`src/rtl/nearest_neighbor_upsampler_assert.svh`:
```
// Assertion macros shared by the upsampler RTL.
`ifndef NEAREST_NEIGHBOR_UPSAMPLER_ASSERT_SVH
`define NEAREST_NEIGHBOR_UPSAMPLER_ASSERT_SVH

// expr must never be true outside reset
`define NNU_ASSERT_NEVER(lbl, clk, rst_n, expr) \
	lbl: assert property (@(posedge clk) disable iff (!rst_n) !(expr)) \
		else $error("nnu assertion failed");

// ante in a cycle implies cons in the same cycle
`define NNU_ASSERT_IMPLIES(lbl, clk, rst_n, ante, cons) \
	lbl: assert property (@(posedge clk) disable iff (!rst_n) (ante) |-> (cons)) \
		else $error("nnu assertion failed");

// ante in a cycle implies cons in the next cycle
`define NNU_ASSERT_NEXT(lbl, clk, rst_n, ante, cons) \
	lbl: assert property (@(posedge clk) disable iff (!rst_n) (ante) |=> (cons)) \
		else $error("nnu assertion failed");

`endif

```
`src/rtl/nnu_pkg.sv`:
```
package nnu_pkg;

	localparam int DEF_MAX_WIDTH  = 1024;
	localparam int DEF_DATA_WIDTH = 16;

	localparam int SCALE_W    = 4;
	localparam int SCALE_MAX  = 8;
	localparam int IN_WIDTH_W = 11;
	localparam int HEIGHT_W   = 16;
	localparam int REPLAY_W   = 3;

	localparam int CFG_INDEX_W = 2;
	localparam int CFG_DATA_W  = 16;

	localparam logic [SCALE_W-1:0]    RST_STRIDE_H  = 4'd2;
	localparam logic [SCALE_W-1:0]    RST_STRIDE_X  = 4'd2;
	localparam logic [IN_WIDTH_W-1:0] RST_IN_WIDTH  = 11'd1024;
	localparam logic [HEIGHT_W-1:0]   RST_IN_HEIGHT = 16'd1;

	localparam int QUEUE_DEPTH = 4;

	typedef enum logic [CFG_INDEX_W-1:0] {
		CFG_STRIDE_H  = 2'd0,
		CFG_STRIDE_X  = 2'd1,
		CFG_IN_WIDTH  = 2'd2,
		CFG_IN_HEIGHT = 2'd3
	} cfg_index_t;

	typedef enum logic {
		REQ_PIXEL = 1'b0,
		REQ_DRAIN = 1'b1
	} req_kind_t;

	typedef enum logic [1:0] {
		ST_OK          = 2'd0,
		ST_REFUSED     = 2'd1,
		ST_IDLE_DRAIN  = 2'd2
	} status_t;

	// one run of output copies, handed from front to back
	typedef struct packed {
		status_t              status;
		logic                 row_end;
		logic                 plane_end;
		logic [SCALE_W-1:0]   run_len;
	} job_t;

	function automatic logic [SCALE_W-1:0] clamp_scale(input logic [SCALE_W-1:0] v);
		logic [SCALE_W-1:0] r;
		r = v;
		if (v == '0)
			r = SCALE_W'(1);
		else if (v > SCALE_W'(SCALE_MAX))
			r = SCALE_W'(SCALE_MAX);
		return r;
	endfunction

endpackage

```
`src/rtl/nnu_queue.sv`:
```
`include "nearest_neighbor_upsampler_assert.svh"

module nnu_queue #(
	parameter int DATA_WIDTH = nnu_pkg::DEF_DATA_WIDTH
) (
	input  logic                  clk,
	input  logic                  arst_n,
	input  nnu_pkg::job_t         push_job,
	input  logic [DATA_WIDTH-1:0] push_pixel,
	input  logic                  push_valid,
	output logic                  push_ready,
	output nnu_pkg::job_t         head_job,
	output logic [DATA_WIDTH-1:0] head_pixel,
	output logic                  head_valid,
	input  logic                  pop
);

	localparam int DEPTH = nnu_pkg::QUEUE_DEPTH;
	localparam int PW    = $clog2(DEPTH);
	localparam int CW    = $clog2(DEPTH + 1);

	nnu_pkg::job_t         job_q [DEPTH];
	logic [DATA_WIDTH-1:0] pix_q [DEPTH];
	logic [PW-1:0]         wr_ptr_q, rd_ptr_q;
	logic [CW-1:0]         count_q;
	logic                  push;

	assign push_ready = (count_q != CW'(DEPTH));
	assign head_valid = (count_q != '0);
	assign push       = push_valid && push_ready;
	assign head_job   = job_q[rd_ptr_q];
	assign head_pixel = pix_q[rd_ptr_q];

	always_ff @(posedge clk or negedge arst_n) begin
		if (!arst_n) begin
			wr_ptr_q <= '0;
			rd_ptr_q <= '0;
			count_q  <= '0;
		end else begin
			if (push)
				wr_ptr_q <= wr_ptr_q + PW'(1);
			if (pop)
				rd_ptr_q <= rd_ptr_q + PW'(1);
			if (push && !pop)
				count_q <= count_q + CW'(1);
			else if (pop && !push)
				count_q <= count_q - CW'(1);
		end
	end

	always_ff @(posedge clk) begin
		if (push) begin
			job_q[wr_ptr_q] <= push_job;
			pix_q[wr_ptr_q] <= push_pixel;
		end
	end

	`NNU_ASSERT_NEVER(a_count_bound, clk, arst_n, count_q > CW'(DEPTH))
	`NNU_ASSERT_NEVER(a_pop_empty, clk, arst_n, pop && !head_valid)
	`NNU_ASSERT_NEXT(a_count_grows, clk, arst_n, push && !pop,
		count_q == $past(count_q) + CW'(1))
	`NNU_ASSERT_NEXT(a_count_shrinks, clk, arst_n, pop && !push,
		count_q == $past(count_q) - CW'(1))

endmodule

```
`config.mk`:
```
export PLATFORM = sky130hd
export DESIGN_NAME = nnu_queue
export DESIGN_NICKNAME = d
export VERILOG_FILES = /design/src/rtl/nnu_pkg.sv /design/src/rtl/nnu_queue.sv
export VERILOG_INCLUDE_DIRS = /design/src /design/src/rtl
export SDC_FILE = /design/constraint.sdc
export NUM_CORES = 1
export LEC_CHECK = 0
export ABC_CLOCK_PERIOD_IN_PS = 3470
export BUFFER_PORTS_ARGS = -buffer_cell sky130_fd_sc_hd__buf_4
export CORE_ASPECT_RATIO = 0.6
export CORE_UTILIZATION = 55
export CTS_CLUSTER_SIZE = 8
export DETAILED_ROUTE_END_ITERATION = 7
export PLACE_DENSITY = 0.83
export REMOVE_ABC_BUFFERS = 1
export SYNTH_ARGS = -nofsm -noshare
export SYNTH_HDL_FRONTEND = slang
export SYNTH_SLANG_ARGS = --single-unit
```
`constraint.sdc`:
```
create_clock -name clk -period 3.47 [get_ports clk]
set_clock_uncertainty 0.05 [all_clocks]
set_input_delay 0.1735 -clock clk [delete_from_list [all_inputs] [get_ports clk]]
set_output_delay 0.1735 -clock clk [all_outputs]
set_load 0.03 [all_outputs]
```
==> reports/metrics.yaml <==
status:
  outcome: "finished with violations"
  violations: "design-rule violations"
placed_design:
  gp_congestion: 0.713
  dp_cells: 299
  numPortBuffers: 53
  place_hpwl_mm: 3.94
die:
  start_util_pct: 57.7
  pin_count: 54
  core_um2: 6790
  die_h_um: 67.4
  die_area_um2: 7480
  fp.dieW_um: 111
  std_cell_rows: 23
timing:
  fmax_mhz: 424
  finalWorstPathRequiredPeriod_ns: 2.36
  slew_headroom_pct: 23.7
  finalSetupViolCount: 0
  hold_viol: 0
  tns_ns: 0
  tightest_slew_ns: 1.14
  rsz0062_at_grt: "no"
  slew_violations: 0
  fin_crit_sh_pct: 67.9
setup_path:
  critPathMaxFanout: 26
  crit_required_ns: 3.25
  critical_path_arrival_ns: 2.13
  crit_type: "reg -> out"
  r2r_end: "count_q[2]$_DFFE_PN0P_"
  r2r_cells: 8
  r2r_slack_ns: 1.38
  r2r-start: "count_q[0]$_DFFE_PN0P_"
  crit_path_start_kind: "register"
  endpoint_kind: "primary output"
synth:
  synth-seq-cells: 103
  yosysUniqueCellTypes: 18
  ys.warnings.count: 0
  ys_seq_area_share_pct: 78.1
  netlist_area_um2: 3920
  synthCells: 161
  synth_area_per_cell_um2: 24.3
cts:
  cts_tree: "built"
  clk_latency_ns: 0.34
  cts_hold_buffers: 26
  cts_root_buffer: "clkbuf_16"
  clk_pin_slew_ns: 0.06
  cts_made_buffers: 9
  cts.path.max_buffers: 2
  postCtsSetupRepairBufs: 0
  clkSinkCount: 103
  htree_levels: 3
  cts_resized: 0
layout:
  layout_commonest_cell: "edfxtp_1"
  fin_cells: 341
  n_antenna_cell: 0
  layout.nets: 283
  syn_to_final_growth_pct: 26.4
  drive_above_1_share_pct: 36.6
  fillers: 395
  final_cell_mix: "96 x edfxtp_1, 57 x buf_4, 26 x dlygate4sd3_1, 18 x mux4_2, 11 x clkbuf_16"
drt:
  wl_met1_mm: 2.97
  via_per_inst: 5.37
  routed_wl_mm: 6.44
  met2WireLength_mm: 3.11
  routed.top_layer: "met4"
  remaining_drc_errors: 8
  drt_iter0_drc: 121
  wl_per_cell_um: 18.9
  via_count: 1831
  drtAntennaViolNets: 0
  first_pass_iters: 6
  wl_met3_um: 324
pwr:
  vdd_ir_drop_max_mv: 0.464
  p_leak_nw: 1.79
  powerDensity_nw_per_um2: 867
global_routing:
  grt_first_pass_wirelength_mm: 9.83
  grtUsageTotal_pct: 19.4
  grt_start_max_net_pins: 27
  overflow: 0
  grt_pass1_vias: 1899
  antenna_found_initial: 0
flow_run:
  maxCapViolCount: 0
hold_path:
  hp-class: "in -> async"
[where the power goes]
| part | total [mW] | switching, mW | leakage (nW) | internal, mW |
|---|---|---|---|---|
| sequential | 1.87 | 0.222 | 0.960 | 1.65 |
| clock | 0.983 | 0.408 | 0.151 | 0.575 |
| combinational | 1.44 | 0.776 | 0.677 | 0.661 |
[metal layers]
layer / GRT usage (%) / up-vias
met5: 0 / -
met4: 4.62 / 0
met2: 30.6 / 57
li1: - / 840
met3: 8.35 / 3
met1: 25.4 / 931
[sequential cells by signal (all words and copies together) (netlist names)]
register / cells
pix_q: 64
rd_ptr_q: 2
job_q: 32
count_q: 3
wr_ptr_q: 2
[logic make-up (layout without fill, tap and decap cells)]
family	after synthesis	in the layout	synth area share (%)
AO/OA/AOI/OAI	1	1	0.287
XOR/XNOR	6	6	1.34
adder cells (fa/ha/maj)	6	6	2.11
buffers and inverters	10	103	2.08
flip-flops	103	103	78.1
multiplexers	26	26	14.9
AND/OR/NAND/NOR	9	9	1.18
[Yosys cell counts (all sizes together)]
library cell   n  area (µm²)
nand2          2        7.51
edfxtp        96        2880
dfrtp          7         175
xor2           3        26.3
xnor2          3        26.3
a21boi         1        11.3
inv            4        15.0
mux4          24         563
nor2           2        7.51
buf            6        66.3
ha             5        62.6
mux2           2        22.5
fa             1        20.0
or3            1        6.26
and2           4        25.0
[worst max-delay path, cell delays in order, from the launching register on]
cell	delay [ns]
dfrtp_2	0.90
mux4_1	0.68
buf_4	0.19
[per-stage QoR]
step	total power [mW]	setup slack, ns	util [%]	instance area (µm²)	hold WS (ns)
floorplan	2.79	1.32	-	3850	-0.172
global placement	3.29	1.46	64.6	4390	-0.0625
detailed placement	3.33	1.35	64.6	4390	-0.0620
CTS	4.35	1.04	72.9	4950	0.115
global route	4.49	0.939	72.9	4950	0.141
finish	4.29	1.11	72.9	4950	0.130
[area by class of cell]
cell class / instances / area, µm² / area share (%)
clock inverter: 3 / 18.8 / 0.379
timing repair buffer: 83 / 688 / 13.9
inverter: 4 / 15.0 / 0.303
multi-input combinational: 48 / 778 / 15.7
sequential: 103 / 3060 / 61.8
tap: 87 / 109 / 2.20
clock buffer: 13 / 283 / 5.71
[how the worst max path moves through the flow]
stage	start	to	slack, ns	cells after the start
global route	rd_ptr_q[0]$_DFFE_PN0P_	head_job[2]	0.94	2
finish	rd_ptr_q[0]$_DFFE_PN0P_	head_job[2]	1.11	2
global placement	count_q[0]$_DFFE_PN0P_	count_q[2]$_DFFE_PN0P_	1.46	8
detailed placement	count_q[0]$_DFFE_PN0P_	pix_q[2][2]$_DFFE_PP_	1.35	4
floorplan	rd_ptr_q[0]$_DFFE_PN0P_	head_job[0]	1.32	1
CTS	rd_ptr_q[0]$_DFFE_PN0P_	head_job[2]	1.04	2
(Power assumes the default switching activity.)
