File: src/rtl/nearest_neighbor_upsampler_assert.svh
// Assertion macros shared by the upsampler RTL.
`ifndef NEAREST_NEIGHBOR_UPSAMPLER_ASSERT_SVH
`define NEAREST_NEIGHBOR_UPSAMPLER_ASSERT_SVH

// expr must never be true outside reset
`define NNU_ASSERT_NEVER(lbl, clk, rst_n, expr) \
	lbl: assert property (@(posedge clk) disable iff (!rst_n) !(expr)) \
		else $error("nnu assertion failed");

// ante in a cycle implies cons in the same cycle
`define NNU_ASSERT_IMPLIES(lbl, clk, rst_n, ante, cons) \
	lbl: assert property (@(posedge clk) disable iff (!rst_n) (ante) |-> (cons)) \
		else $error("nnu assertion failed");

// ante in a cycle implies cons in the next cycle
`define NNU_ASSERT_NEXT(lbl, clk, rst_n, ante, cons) \
	lbl: assert property (@(posedge clk) disable iff (!rst_n) (ante) |=> (cons)) \
		else $error("nnu assertion failed");

`endif

File: src/rtl/nnu_pkg.sv
package nnu_pkg;

	localparam int DEF_MAX_WIDTH  = 1024;
	localparam int DEF_DATA_WIDTH = 16;

	localparam int SCALE_W    = 4;
	localparam int SCALE_MAX  = 8;
	localparam int IN_WIDTH_W = 11;
	localparam int HEIGHT_W   = 16;
	localparam int REPLAY_W   = 3;

	localparam int CFG_INDEX_W = 2;
	localparam int CFG_DATA_W  = 16;

	localparam logic [SCALE_W-1:0]    RST_STRIDE_H  = 4'd2;
	localparam logic [SCALE_W-1:0]    RST_STRIDE_X  = 4'd2;
	localparam logic [IN_WIDTH_W-1:0] RST_IN_WIDTH  = 11'd1024;
	localparam logic [HEIGHT_W-1:0]   RST_IN_HEIGHT = 16'd1;

	localparam int QUEUE_DEPTH = 4;

	typedef enum logic [CFG_INDEX_W-1:0] {
		CFG_STRIDE_H  = 2'd0,
		CFG_STRIDE_X  = 2'd1,
		CFG_IN_WIDTH  = 2'd2,
		CFG_IN_HEIGHT = 2'd3
	} cfg_index_t;

	typedef enum logic {
		REQ_PIXEL = 1'b0,
		REQ_DRAIN = 1'b1
	} req_kind_t;

	typedef enum logic [1:0] {
		ST_OK          = 2'd0,
		ST_REFUSED     = 2'd1,
		ST_IDLE_DRAIN  = 2'd2
	} status_t;

	// one run of output copies, handed from front to back
	typedef struct packed {
		status_t              status;
		logic                 row_end;
		logic                 plane_end;
		logic [SCALE_W-1:0]   run_len;
	} job_t;

	function automatic logic [SCALE_W-1:0] clamp_scale(input logic [SCALE_W-1:0] v);
		logic [SCALE_W-1:0] r;
		r = v;
		if (v == '0)
			r = SCALE_W'(1);
		else if (v > SCALE_W'(SCALE_MAX))
			r = SCALE_W'(SCALE_MAX);
		return r;
	endfunction

endpackage

File: src/rtl/nnu_ifs.sv


interface nnu_res_if #(parameter int DATA_WIDTH = nnu_pkg::DEF_DATA_WIDTH);
	logic                  valid;
	logic                  ready;
	logic [DATA_WIDTH-1:0] pixel_out;
	logic                  last_in_run;
	logic                  row_end;
	logic                  plane_end;
	logic [1:0]            status;

	modport source (output valid, pixel_out, last_in_run, row_end, plane_end, status,
		input ready);
	modport sink   (input valid, pixel_out, last_in_run, row_end, plane_end, status,
		output ready);
endinterface


File: src/rtl/nnu_back.sv
`include "nearest_neighbor_upsampler_assert.svh"

module nnu_back #(
	parameter int DATA_WIDTH = nnu_pkg::DEF_DATA_WIDTH
) (
	input  logic                  clk,
	input  logic                  arst_n,
	input  nnu_pkg::job_t         head_job,
	input  logic [DATA_WIDTH-1:0] head_pixel,
	input  logic                  head_valid,
	output logic                  pop,
	nnu_res_if.source             res
);

	localparam int SW = nnu_pkg::SCALE_W;

	logic [SW-2:0]         copy_q;
	logic                  out_valid_q;
	logic [DATA_WIDTH-1:0] pixel_q;
	logic                  last_q, row_end_q, plane_end_q;
	nnu_pkg::status_t      status_q;
	logic                  load, last_copy;

	assign load      = head_valid && (!out_valid_q || res.ready);
	assign last_copy = (SW'(copy_q) + SW'(1)) >= head_job.run_len;
	assign pop       = load && last_copy;

	always_ff @(posedge clk or negedge arst_n) begin
		if (!arst_n) begin
			copy_q      <= '0;
			out_valid_q <= 1'b0;
		end else begin
			if (load)
				out_valid_q <= 1'b1;
			else if (res.ready)
				out_valid_q <= 1'b0;
			if (load)
				copy_q <= last_copy ? '0 : copy_q + (SW-1)'(1);
		end
	end

	always_ff @(posedge clk) begin
		if (load) begin
			pixel_q     <= head_pixel;
			last_q      <= last_copy;
			row_end_q   <= last_copy && head_job.row_end;
			plane_end_q <= last_copy && head_job.plane_end;
			status_q    <= head_job.status;
		end
	end

	assign res.valid       = out_valid_q;
	assign res.pixel_out   = pixel_q;
	assign res.last_in_run = last_q;
	assign res.row_end     = row_end_q;
	assign res.plane_end   = plane_end_q;
	assign res.status      = status_q;

	`NNU_ASSERT_IMPLIES(a_copy_in_run, clk, arst_n, head_valid,
		SW'(copy_q) < head_job.run_len)
	`NNU_ASSERT_IMPLIES(a_error_single, clk, arst_n,
		out_valid_q && (status_q != nnu_pkg::ST_OK), last_q && !row_end_q && !plane_end_q)
	`NNU_ASSERT_IMPLIES(a_plane_on_row, clk, arst_n, out_valid_q && plane_end_q,
		row_end_q && last_q)

endmodule

File: src/flat_wrapper.sv
// flat-port wrapper written by rule: the top's interface ports become plain ports
module nnu_back_flat 
#(
	parameter int DATA_WIDTH = nnu_pkg::DEF_DATA_WIDTH
)
  (clk, arst_n, head_job, head_pixel, head_valid, pop, res_valid, res_pixel_out, res_last_in_run, res_row_end, res_plane_end, res_status, res_ready);
  nnu_res_if #(.DATA_WIDTH(DATA_WIDTH)) res_i ();
  input  logic clk;
  input  logic arst_n;
  input  nnu_pkg::job_t head_job;
  input  logic [DATA_WIDTH-1:0] head_pixel;
  input  logic head_valid;
  output logic pop;
  output wire logic [$bits(res_i.valid)-1:0] res_valid;
  output wire logic [$bits(res_i.pixel_out)-1:0] res_pixel_out;
  output wire logic [$bits(res_i.last_in_run)-1:0] res_last_in_run;
  output wire logic [$bits(res_i.row_end)-1:0] res_row_end;
  output wire logic [$bits(res_i.plane_end)-1:0] res_plane_end;
  output wire logic [$bits(res_i.status)-1:0] res_status;
  input wire logic [$bits(res_i.ready)-1:0] res_ready;
  assign res_valid = res_i.valid;
  assign res_pixel_out = res_i.pixel_out;
  assign res_last_in_run = res_i.last_in_run;
  assign res_row_end = res_i.row_end;
  assign res_plane_end = res_i.plane_end;
  assign res_status = res_i.status;
  assign res_i.ready = res_ready;
  nnu_back #(.DATA_WIDTH(DATA_WIDTH)) u_core (.clk(clk), .arst_n(arst_n), .head_job(head_job), .head_pixel(head_pixel), .head_valid(head_valid), .pop(pop), .res(res_i));
endmodule
File: config.mk
export PLATFORM = sky130hd
export DESIGN_NAME = nnu_back_flat
export DESIGN_NICKNAME = d
export VERILOG_FILES = /design/src/rtl/nnu_pkg.sv /design/src/rtl/nnu_ifs.sv /design/src/rtl/nnu_back.sv /design/src/flat_wrapper.sv
export VERILOG_INCLUDE_DIRS = /design/src /design/src/rtl
export SDC_FILE = /design/constraint.sdc
export NUM_CORES = 1
export LEC_CHECK = 0
export BUFFER_PORTS_ARGS = -buffer_cell sky130_fd_sc_hd__buf_4
export CORE_MARGIN = 2
export CORE_UTILIZATION = 46
export DETAILED_ROUTE_END_ITERATION = 6
export PLACE_DENSITY_LB_ADDON = 0.25
export SLEW_MARGIN = 10
export SYNTH_ARGS = -nofsm -noshare
export SYNTH_HDL_FRONTEND = slang
export SYNTH_SLANG_ARGS = --single-unit
File: constraint.sdc
create_clock -name clk -period 4.7 [get_ports clk]
set_clock_uncertainty 0.1 [all_clocks]
set_input_delay 0 -clock clk [delete_from_list [all_inputs] [get_ports clk]]
set_output_delay 0 -clock clk [all_outputs]
set_load 0.1 [all_outputs]
==> metrics <==
Worst setup EP type output pin; post-CTS setup buffers 0; chip height 49.44 µm; worst skew pair latency 310 ps; post-synthesis sequential area ratio 76.94%; Top FF cell, synth edfxtp_1; Initial DRC Count 6; Clock Tree Buf Depth 2; NumNets Final 167; VDD IR max 0.3208 mV; Power, Total 651.8 µW; setup TNS 0 ps; max_cap viols 0; final hold viol count 0; Critical Path RT 4600 ps; vias per std cell 4.513; largest net degree at the start of global routing 25; Setup CP Type reg2out; CTS Root Cell clkbuf_4; asr flop ratio synth 16.00%; Synth top cells by count 21 x edfxtp_1, 5 x ha_1, 4 x dfrtp_1, 4 x inv_1; Avg Inst Size Synth 17.27 µm²; Min-Delay Path Class in2reg; GPL Wtd Cong 0.8108; Seq cells post-synth 25; DR WL/cell 13.04 µm; GR Util All Layers 18.63%; largest cells by area after synthesis edfxtp_1 66%, dfrtp_1 11%, ha_1 6.6%; H-Tree Depth 1; final setup fails 0; slew of the pin with the lowest slew margin 485.0 ps; EDFF count, synth 21; vias 722; Yosys warnings 0; Design Area, Final 0.001627 mm²; Hold WS 127.4 ps; Slew Viols, Final 0; DR DRC count 0; initial core utilization 48.41%; CTS tree built; Pwr per Cell Area 400.7 mW/mm²; die footprint 0.002444 mm²; Distinct cells, synth 18; CTS clk-pin slew, worst paths 130 ps; crit path DAT 2360 ps; FP Rows 16; Core Util, Final 82.91%; number of global-route vias before repair 715; antenna fix cells 0; minimum clock period 2456 ps; Post-DP Area 0.001359 mm²; Yosys top cell by area edfxtp_1; area delta synth->final 71.28%; cells after synthesis 55; Synthesized Nets 88; Pleak 0.0007377 µW; remaining global-route overflow 0; Num Clock Sinks 25; CP Max Fanout 8; PortBufs 50; Slew Limit Headroom 67.62%; initial antenna violation count 0; netlist area before placement 949.7 µm²; die width 49.44 µm; most frequent cell after synthesis edfxtp_1; Post-Route WL 2.086 mm; CP startpoint kind flop; router iterations before antenna repair 4; core area 0.001962 mm²; share of layout cells above drive strength 1 44.36%; RSZ-0062 raised after global routing no; Final Cycle Share 52.25%; CTS buffer count 3; FMAX 407.2 MHz; Post-DRT Antenna Nets 0; status completed; post-synth top area share 66.40%; Ports 51; global-route wire length before repair 3.284 mm
==> final timing paths <==
| path | start | endpoint | slack, ps | cells after the start |
|---|---|---|---|---|
| max reg2reg | u_core.copy_q[0] | u_core.copy_q[0] | 2650 | 7 |
| max in group asynchronous | arst_n | u_core.copy_q[1] | 3860 | 3 |
| max | u_core.copy_q[0] | pop | 2240 | 7 |
| min reg2reg | u_core.copy_q[1] | u_core.copy_q[1] | 450 | 2 |
| min in group asynchronous | arst_n | u_core.res.valid | 470 | 3 |
| min | res_ready | u_core.copy_q[1] | 130 | 5 |
==> repair_timing <==
item,in CTS,in global routing
hold buffers,24,0
endpoints found under the hold margin,26,0
resized for setup,0,0
==> state kept, by name, summed over array words and instances (netlist names) <==
signal	count
u_core.copy_q	3
u_core.res.last_in_run	1
u_core.res.pixel_out	16
u_core.res.plane_end	1
u_core.res.row_end	1
u_core.res.status	2
u_core.res.valid	1
==> routing by layer <==
layer | GRT usage [%] | vias up | routed length [µm]
li1 | - | 355 | -
met1 | 21.25 | 331 | 771
met2 | 34.23 | 32 | 1150
met3 | 3.681 | 4 | 132
met4 | 6.944 | 0 | 32
met5 | 0 | - | 0
==> power breakdown <==
part / switching, µW / internal (µW) / total (µW) / leakage [µW]
combinational: 185 / 86.0 / 271 / 0.000470
clock: 60.0 / 31.7 / 91.8 / 0.0000177
sequential: 17.6 / 271 / 289 / 0.000250
total: 263 / 389 / 652 / 0.000738
==> cells in the final DEF (no fill, tap or decap), drive strengths merged, types with 3 or more instances in the layout <==
cell and n:
buf 50, dlygate4sd3 24, edfxtp 21, ha 5
inv 5, dfrtp 4, nand2 3, and2 3
clkbuf 3, o21ai 3
==> stage by stage <==
| stage | cells | setup slack [ps] |
|---|---|---|
| after detailed placement | 132 | 2618 |
| after CTS | 160 | 2263 |
| after global routing | 160 | 2084 |
| after global placement | 132 | 2697 |
| final | 160 | 2244 |
| after floorplan | 55 | 2388 |
==> critical path, cell delays in order, from the launching register on <==
cell and delay (ps):
dfrtp_1 460, ha_1 280, xor2_1 160, ha_1 280, o211ai_1 90, o21ai_2 320
and2_1 180, buf_4 280
==> cells by family after synthesis <==
| group | Yosys count | synth area share, % |
|---|---|---|
| DFF | 25 | 76.94 |
| and+or+nand+nor | 12 | 8.300 |
| AOI/OAI and AO/OA | 7 | 5.269 |
| buffers and inverters | 5 | 1.975 |
| adders and majority gates | 5 | 6.588 |
| xor gates and xnor gates | 1 | 0.9224 |
==> final cells by class <==
class,instances,area (µm²)
flip-flops and latches,25,730.7
repair buffers,74,615.6
fillers,118,335.3
multi-input cells,25,200.2
well taps,27,33.78
clock buffers,3,22.52
inverters,5,18.77
clock inverters,1,5.005
No activity file was read; power rests on OpenSTA's default activity.
